`src/rtl/tcpfs_pkg.sv`:
```
// Package: shared types, constants and status codes of the two-class scheduler.
`timescale 1ns / 1ps
package tcpfs_pkg;
    localparam int URGENT_DEPTH  = 16;
    localparam int REGULAR_DEPTH = 16;
    localparam int UW = $clog2(URGENT_DEPTH);
    localparam int RW = $clog2(REGULAR_DEPTH);
    localparam logic [7:0]  THRESH_RESET = 8'd5;
    localparam logic [31:0] ID_RESET     = 32'd1;

    typedef enum logic [2:0] {
        ST_Q_URGENT  = 3'd0,
        ST_Q_REGULAR = 3'd1,
        ST_S_URGENT  = 3'd2,
        ST_S_REGULAR = 3'd3,
        ST_NONE      = 3'd4,
        ST_FULL      = 3'd5
    } t_status;

    typedef struct packed {
        logic        action;
        logic [7:0]  priority_req;
        logic [31:0] tag;
    } t_in_item;

    typedef struct packed {
        logic [2:0]  status;
        logic [31:0] item_id;
        logic [31:0] item_tag;
        logic [7:0]  item_priority;
    } t_out_item;

    // Classified command passed from front to back.
    typedef struct packed {
        logic        serve;
        logic        urgent;
        logic [7:0]  prio;
        logic [31:0] tag;
    } t_cmd;

    typedef struct packed {
        logic [31:0] id;
        logic [31:0] tag;
        logic [7:0]  prio;
    } t_entry;
endpackage

```
`src/rtl/tcpfs_ram.sv`:
```
// Generic single-port-write, registered-read RAM.
`timescale 1ns / 1ps
module tcpfs_ram #(
    parameter int WIDTH = 8,
    parameter int DEPTH = 16
) (
    input  logic                     i_clk,
    input  logic                     i_we,
    input  logic [$clog2(DEPTH)-1:0] i_waddr,
    input  logic [WIDTH-1:0]         i_wdata,
    input  logic [$clog2(DEPTH)-1:0] i_raddr,
    output logic [WIDTH-1:0]         o_rdata
);
    logic [WIDTH-1:0] r_mem [DEPTH];
    always_ff @(posedge i_clk) begin
        if (i_we) begin
            r_mem[i_waddr] <= i_wdata;
        end
        o_rdata <= r_mem[i_raddr];
    end
endmodule

```
`src/rtl/tcpfs_front.sv`:
```
// Front end: accept items, classify against the threshold, two-entry command queue.
`timescale 1ns / 1ps
module tcpfs_front import tcpfs_pkg::*; (
    input  logic       i_clk,
    input  logic       i_rst_n,
    input  logic       i_push,
    output logic       o_full,
    input  t_in_item   i_item,
    input  logic       i_cfg_we,
    input  logic [7:0] i_cfg_data,
    output logic       o_cmd_valid,
    output t_cmd       o_cmd,
    input  logic       i_cmd_take
);
    logic [7:0] r_thresh;
    t_cmd       r_q [2];
    logic       r_rd, r_wr;
    logic [1:0] r_cnt;
    t_cmd       w_cmd;
    logic       w_push;

    assign o_full      = (r_cnt == 2'd2);
    assign w_push      = i_push && !o_full;
    assign o_cmd_valid = (r_cnt != 2'd0);
    assign o_cmd       = r_q[r_rd];

    always_comb begin
        w_cmd.serve  = i_item.action;
        w_cmd.urgent = (i_item.priority_req > r_thresh);
        w_cmd.prio   = i_item.priority_req;
        w_cmd.tag    = i_item.tag;
    end

    always_ff @(posedge i_clk) begin
        if (!i_rst_n) begin
            r_thresh <= THRESH_RESET;
            r_rd     <= 1'b0;
            r_wr     <= 1'b0;
            r_cnt    <= 2'd0;
        end else begin
            if (i_cfg_we) begin
                r_thresh <= i_cfg_data;
            end
            if (w_push) begin
                r_wr <= ~r_wr;
            end
            if (i_cmd_take) begin
                r_rd <= ~r_rd;
            end
            r_cnt <= r_cnt + 2'(w_push) - 2'(i_cmd_take);
        end
        if (w_push) begin
            r_q[r_wr] <= w_cmd;
        end
    end
endmodule

```
`src/rtl/tcpfs_back.sv`:
```
// Back end: sorted urgent shift store, regular FIFO in RAM, result register.
`timescale 1ns / 1ps
module tcpfs_back import tcpfs_pkg::*; (
    input  logic      i_clk,
    input  logic      i_rst_n,
    input  logic      i_cmd_valid,
    input  t_cmd      i_cmd,
    output logic      o_cmd_take,
    output logic      o_empty,
    output t_out_item o_item,
    input  logic      i_pop
);
    typedef enum logic [1:0] {S_IDLE, S_READ, S_OUT} t_state;

    t_state       r_state;
    t_entry       r_u [URGENT_DEPTH];
    logic [UW:0]  r_ucnt;
    logic [RW-1:0] r_head;
    logic [RW:0]  r_rcnt;
    logic [31:0]  r_next_id;
    t_out_item    r_out;
    logic         w_ufull, w_rfull, w_we;
    logic [RW-1:0] w_waddr;
    t_entry       w_rd, w_new;

    assign w_ufull   = (r_ucnt == (UW+1)'(URGENT_DEPTH));
    assign w_rfull   = (r_rcnt == (RW+1)'(REGULAR_DEPTH));
    assign o_cmd_take = (r_state == S_IDLE) && i_cmd_valid;
    assign o_empty   = (r_state != S_OUT);
    assign o_item    = r_out;
    assign w_waddr   = r_head + r_rcnt[RW-1:0];
    assign w_new     = '{id: r_next_id, tag: i_cmd.tag, prio: i_cmd.prio};
    assign w_we      = o_cmd_take && !i_cmd.serve && !i_cmd.urgent && !w_rfull;

    tcpfs_ram #(.WIDTH($bits(t_entry)), .DEPTH(REGULAR_DEPTH)) u_reg_ram (
        .i_clk  (i_clk),
        .i_we   (w_we),
        .i_waddr(w_waddr),
        .i_wdata(w_new),
        .i_raddr(r_head),
        .o_rdata(w_rd)
    );

    always_ff @(posedge i_clk) begin
        if (!i_rst_n) begin
            r_state   <= S_IDLE;
            r_ucnt    <= '0;
            r_head    <= '0;
            r_rcnt    <= '0;
            r_next_id <= ID_RESET;
        end else begin
            unique case (r_state)
                S_IDLE: begin
                    if (o_cmd_take) begin
                        r_state <= S_OUT;
                        if (!i_cmd.serve) begin
                            if (i_cmd.urgent ? w_ufull : w_rfull) begin
                                r_out <= '{ST_FULL, 32'd0, i_cmd.tag, i_cmd.prio};
                            end else begin
                                r_out <= '{i_cmd.urgent ? ST_Q_URGENT : ST_Q_REGULAR,
                                           r_next_id, i_cmd.tag, i_cmd.prio};
                                r_next_id <= r_next_id + 32'd1;
                                if (i_cmd.urgent) begin
                                    // insert after all entries of priority >= new
                                    for (int k = URGENT_DEPTH-1; k >= 0; k--) begin
                                        if ((UW+1)'(k) < r_ucnt &&
                                            r_u[k].prio >= i_cmd.prio) begin
                                            r_u[k] <= r_u[k];
                                        end else if (k > 0 && (UW+1)'(k-1) < r_ucnt &&
                                                     r_u[k-1].prio < i_cmd.prio) begin
                                            r_u[k] <= r_u[k-1];
                                        end else if ((UW+1)'(k) <= r_ucnt) begin
                                            r_u[k] <= w_new;
                                        end
                                    end
                                    r_ucnt <= r_ucnt + 1'b1;
                                end else begin
                                    r_rcnt <= r_rcnt + 1'b1;
                                end
                            end
                        end else if (r_ucnt != '0) begin
                            r_out <= '{ST_S_URGENT, r_u[0].id, r_u[0].tag, r_u[0].prio};
                            for (int k = 0; k < URGENT_DEPTH-1; k++) begin
                                r_u[k] <= r_u[k+1];
                            end
                            r_ucnt <= r_ucnt - 1'b1;
                        end else if (r_rcnt != '0) begin
                            // wait in S_READ for the registered RAM read at the head
                            r_state <= S_READ;
                        end else begin
                            r_out <= '{ST_NONE, 32'd0, 32'd0, 8'd0};
                        end
                    end
                end
                S_READ: begin
                    r_out   <= '{ST_S_REGULAR, w_rd.id, w_rd.tag, w_rd.prio};
                    r_head  <= r_head + 1'b1;
                    r_rcnt  <= r_rcnt - 1'b1;
                    r_state <= S_OUT;
                end
                S_OUT: begin
                    if (i_pop) begin
                        r_state <= S_IDLE;
                    end
                end
                default: r_state <= S_IDLE;
            endcase
        end
    end
endmodule

```
`src/rtl/two_class_priority_fifo_scheduler_top.sv`:
```
// Top level of the two-class priority scheduler.
`timescale 1ns / 1ps
// Items enter through a push/full queue port; each either registers a new entry
// (action 0) or serves the next waiting one (action 1). Entries of priority strictly
// above the threshold register go to a 16-entry sorted shift store (highest priority
// first, ties in arrival order); others go to a 16-entry FIFO held in RAM. A serve
// takes the urgent head if any, else the FIFO head. Each item gives one result on
// the empty/pop port. The front end classifies and buffers up to two items, so the
// input stays open while a result waits. The back end handles one item at a time:
// it takes no new item until the result of the last one is popped, and a regular
// serve passes through an extra read state, as the FIFO RAM read is registered.
// Write the threshold only while the block is idle.
module two_class_priority_fifo_scheduler_top import tcpfs_pkg::*; (
    input  logic       i_clk,
    input  logic       i_rst_n,
    input  logic       push,
    output logic       full,
    input  t_in_item   i_in_item,
    output logic       empty,
    input  logic       pop,
    output t_out_item  o_out_item,
    input  logic       i_cfg_we,
    input  logic [7:0] i_cfg_data
);
    t_cmd w_cmd;
    logic w_cmd_valid, w_cmd_take;

    // Classify and queue incoming items.
    tcpfs_front u_front (
        .i_clk(i_clk), .i_rst_n(i_rst_n), .i_push(push), .o_full(full),
        .i_item(i_in_item), .i_cfg_we(i_cfg_we), .i_cfg_data(i_cfg_data),
        .o_cmd_valid(w_cmd_valid), .o_cmd(w_cmd), .i_cmd_take(w_cmd_take)
    );

    // Carry out each command against the two stores.
    tcpfs_back u_back (
        .i_clk(i_clk), .i_rst_n(i_rst_n), .i_cmd_valid(w_cmd_valid), .i_cmd(w_cmd),
        .o_cmd_take(w_cmd_take), .o_empty(empty), .o_item(o_out_item), .i_pop(pop)
    );
endmodule

```
`config.mk`:
```
export PLATFORM = sky130hd
export DESIGN_NAME = two_class_priority_fifo_scheduler_top
export DESIGN_NICKNAME = d
export VERILOG_FILES = /design/src/rtl/tcpfs_pkg.sv /design/src/rtl/tcpfs_ram.sv /design/src/rtl/tcpfs_front.sv /design/src/rtl/tcpfs_back.sv /design/src/rtl/two_class_priority_fifo_scheduler_top.sv
export SDC_FILE = /design/constraint.sdc
export NUM_CORES = 2
export LEC_CHECK = 0
export ABC_AREA = 1
export ABC_CLOCK_PERIOD_IN_PS = 26800
export BUFFER_PORTS_ARGS = -buffer_cell sky130_fd_sc_hd__buf_4
export CAP_MARGIN = 10
export CORE_MARGIN = 2
export CORE_UTILIZATION = 30
export CTS_CLUSTER_DIAMETER = 30
export DETAILED_ROUTE_END_ITERATION = 10
export GPL_TIMING_DRIVEN = 0
export PLACE_DENSITY = 0.41
export SLEW_MARGIN = 0
export SYNTH_ARGS = -nofsm -noshare
export SYNTH_HDL_FRONTEND = slang
export SYNTH_SLANG_ARGS = --single-unit
```
`constraint.sdc`:
```
create_clock -name i_clk -period 26.8 [get_ports i_clk]
set_clock_uncertainty 0.15 [all_clocks]
set_input_delay 6.7 -clock i_clk [delete_from_list [all_inputs] [get_ports i_clk]]
set_output_delay 6.7 -clock i_clk [all_outputs]
set_load 0.1 [all_outputs]
```
==> run_results.csv <==
group,metric,value,unit
clocking,path_clk_slew,0.04,ns
detailed_routing,vias_per_cell,4.57,
setup_path,cp.arrival,10.15,ns
sta,hold_viol,0,
setup_path,cp.required,27.35,ns
global_routing,grt_pass1_wl,649,mm
synth,synth_top_cell_by_area,"edfxtp_1",
global_routing,grt_pass1_vias,93885,
global_routing,grt_max_degree,52,
clocking,cts_tree,"yes",
synth,syn_area,122000,um2
synth,synth_top_area_share,60.8,%
synth,ys_ff_latch,2596,
synth,ys_types,43,
pwr,p_total,17600,uW
floorplan,die_h,641,um
sta,slew_headroom,10.4,%
hold_path,timing.hold.worst.class,"reg -> reg",
clocking,post_cts_buffers,0,
global_routing,antenna_found_initial,26,
finish,area_growth,28.0,%
sta,clock.fmax,104,MHz
sta,hold_slack,0.300,ns
detailed_routing,avgRoutedWirePerCell,22.8,um
flow_run,drv_cap,0,
finish,drive_above_1_share,11.8,%
sta,final.setup.tns,0,ns
floorplan,start_util,30.2,%
sta,maxSlewViolCount,0,
synth,yosys-top-cells-area,"edfxtp_1 (61%), nand2_1 (15%), nand3_1 (4.1%)",
floorplan,die_area,411000,um2
setup_path,cp-start-kind,"primary input",
synth,syn_nets,13032,
pwr,leakage,0.0637,uW
clocking,numCtsBuffers,715,
pwr,power_density,113,nW/um2
finish,stdcell_area,156000,um2
detailed_routing,initialDrtViolationCount,7258,
clocking,cts_max_level,6,
setup_path,critPathKind,"in -> reg",
sta,post-route-period-util,35.8,%
floorplan,die_w,641,um
setup_path,path_max_fanout,11,
detailed_routing,vias,90503,
finish,nets,14001,
floorplan,rows,233,
detailed_routing,wl,451,mm
pwr,max-vdd-ir-drop,0.0000626,V
synth,ys_seq_area_share,63.0,%
clocking,cts_buffer_depth,4,
synth,syn_avg_cell_area,9.49,um2
place,hpwlAfterDp,341,mm
synth,synthCells,12825,
detailed_routing,drc,0,
global_routing,grt_use_total,21.6,%
detailed_routing,antenna_left,0,
sta,layout_min_cycle_time,9.60,ns
sta,finalSetupViolCount,0,
clocking,clock-sinks,2596,
clocking,root_buffer,"clkbuf_16",
floorplan,core,403000,um2
synth,ys_warn_count,0,
floorplan,ios,131,
setup_path,crit_path_end_kind,"flip-flop",
sta,rsz0062_at_grt,"no",
detailed_routing,drtPass1Iterations,5,
clocking,postCtsHoldBufs,0,
sta,tightest_slew,1.34,ns
place,port_buffers,130,
global_routing,grt_overflow_total,0,
place,post_dp_cell_area,132000,um2
status,status,"complete, no violations",
clocking,cts_resized,0,
finish,fillers,40533,
place,gp_congestion,0.876,
clocking,worst_skew_pair.late_latency,1.05,ns
[routing by layer]
layer	routed length [um]	GRT usage, %	vias up
li1	-	-	45171
met1	205000	29.0	42110
met2	209000	35.7	2496
met3	22200	2.87	726
met4	14900	7.43	0
met5	0	0	-
[cell usage in the layout, fill, tap and decap left out, types with 31 or more instances in the layout]
| master | netlist | final |
|---|---|---|
| inv_1 | 1161 | 1160 |
| nand2_2 | 77 | 77 |
| nand2_1 | 4710 | 4708 |
| o221ai_1 | 206 | 206 |
| buf_1 | 47 | 47 |
| nand3_1 | 1008 | 996 |
| clkinv_1 | 19 | 140 |
| nor2_1 | 838 | 819 |
| nor3_1 | 31 | 31 |
| a21oi_1 | 101 | 100 |
| buf_12 | 0 | 75 |
| bufinv_16 | 0 | 67 |
| or2_2 | 41 | 41 |
| o22ai_1 | 82 | 82 |
| clkbuf_8 | 0 | 48 |
| ha_1 | 151 | 151 |
| clkbuf_1 | 483 | 628 |
| a221oi_1 | 41 | 41 |
| buf_2 | 183 | 183 |
| a31oi_1 | 35 | 35 |
| clkbuf_16 | 0 | 728 |
| o21ai_0 | 760 | 760 |
| edfxtp_1 | 2463 | 2463 |
| o211ai_1 | 82 | 82 |
| buf_4 | 32 | 183 |
| dfxtp_1 | 133 | 133 |
| clkinv_2 | 0 | 105 |
[synthesized netlist by cell type, drive strengths merged]
master	number
nand2	4787
edfxtp	2463
inv	1170
nand3	1009
nor2	843
o21ai	805
clkbuf	483
buf	271
o221ai	206
ha	151
dfxtp	133
a21oi	102
o211ai	82
o22ai	82
or2	42
a221oi	41
a31oi	35
nor3	31
xor2	22
clkinv	19
nand4	17
a21o	8
o21bai	6
o21a	4
nor3b	3
xnor2	3
fa	2
a211oi	1
and2	1
nand3b	1
o311ai	1
o31a	1
[final timing paths]
kind | end | slack, ns | from | depth (start not counted)
min reg2reg | u_front.r_rd | 0.30 | u_front.r_rd | 1
max reg2reg | u_back.r_u[11][45] | 20.62 | flip-flop | 21
min | u_front.r_rd | 0.30 | u_front.r_rd | 1
max | u_back.r_u[0][50] | 17.20 | i_rst_n | 13
[layout make-up]
class / count / area (um2) / area share [%]
Clock inverter: 374 / 4070 / 2.62
Multi-Input combinational cell: 8286 / 37800 / 24.3
Antenna cell: 10 / 25.0 / 0.0161
Clock buffer: 935 / 19500 / 12.5
Inverter: 1189 / 4460 / 2.87
Sequential cell: 2596 / 76600 / 49.2
Tap cell: 5405 / 6760 / 4.34
Timing Repair Buffer: 252 / 3250 / 2.09
Buffer: 754 / 3260 / 2.10
[state kept, by name (all words and copies together), names as in the netlist, 5 cells and up, named ones only]
name                      count
u_front.r_q                  84
u_back.r_u                 1152
u_back.r_rcnt                 5
u_back.u_reg_ram.o_rdata     72
u_back.r_next_id             32
u_back.u_reg_ram.r_mem     1152
u_back.o_item                75
u_front.r_thresh              8
u_back.r_ucnt                 5
[per-stage QoR]
step	cells	worst slack, ns	utilization (%)
floorplan	12825	10.42	-
global placement	18360	4.58	32.1
detailed placement	18481	16.09	32.8
CTS	19790	17.20	38.6
global route	19792	17.06	38.6
finish	19801	17.20	38.6
[critical path, stage by stage]
cell and delay, ns:
buf_4 0.18, nand2_2 0.13, nor2_4 0.51, inv_2 0.15, buf_4 0.25, buf_2 0.29
buf_2 0.37, o311ai_2 0.30, buf_4 0.32, buf_4 0.22, buf_4 0.22, buf_4 0.22
buf_4 0.22
[power breakdown]
part | internal [uW] | switching (uW)
sequential | 5290 | 237
clock | 5690 | 2550
combinational | 859 | 2940
total | 11800 | 5730
[kinds of logic (layout without fill, tap and decap cells)]
| kind of cell | Yosys count | after routing | share of synthesized area, % |
|---|---|---|---|
| and+or+nand+nor | 6734 | 6734 | 22.2 |
| adders and majority gates | 153 | 153 | 1.59 |
| DFF | 2596 | 2596 | 63.0 |
| other | 0 | 10 | 0 |
| buffers and inverters | 1943 | 3504 | 6.34 |
| xor gates and xnor gates | 25 | 25 | 0.180 |
| AOI/OAI and AO/OA | 1374 | 1374 | 6.76 |
No activity file was read; power rests on OpenSTA's default activity.
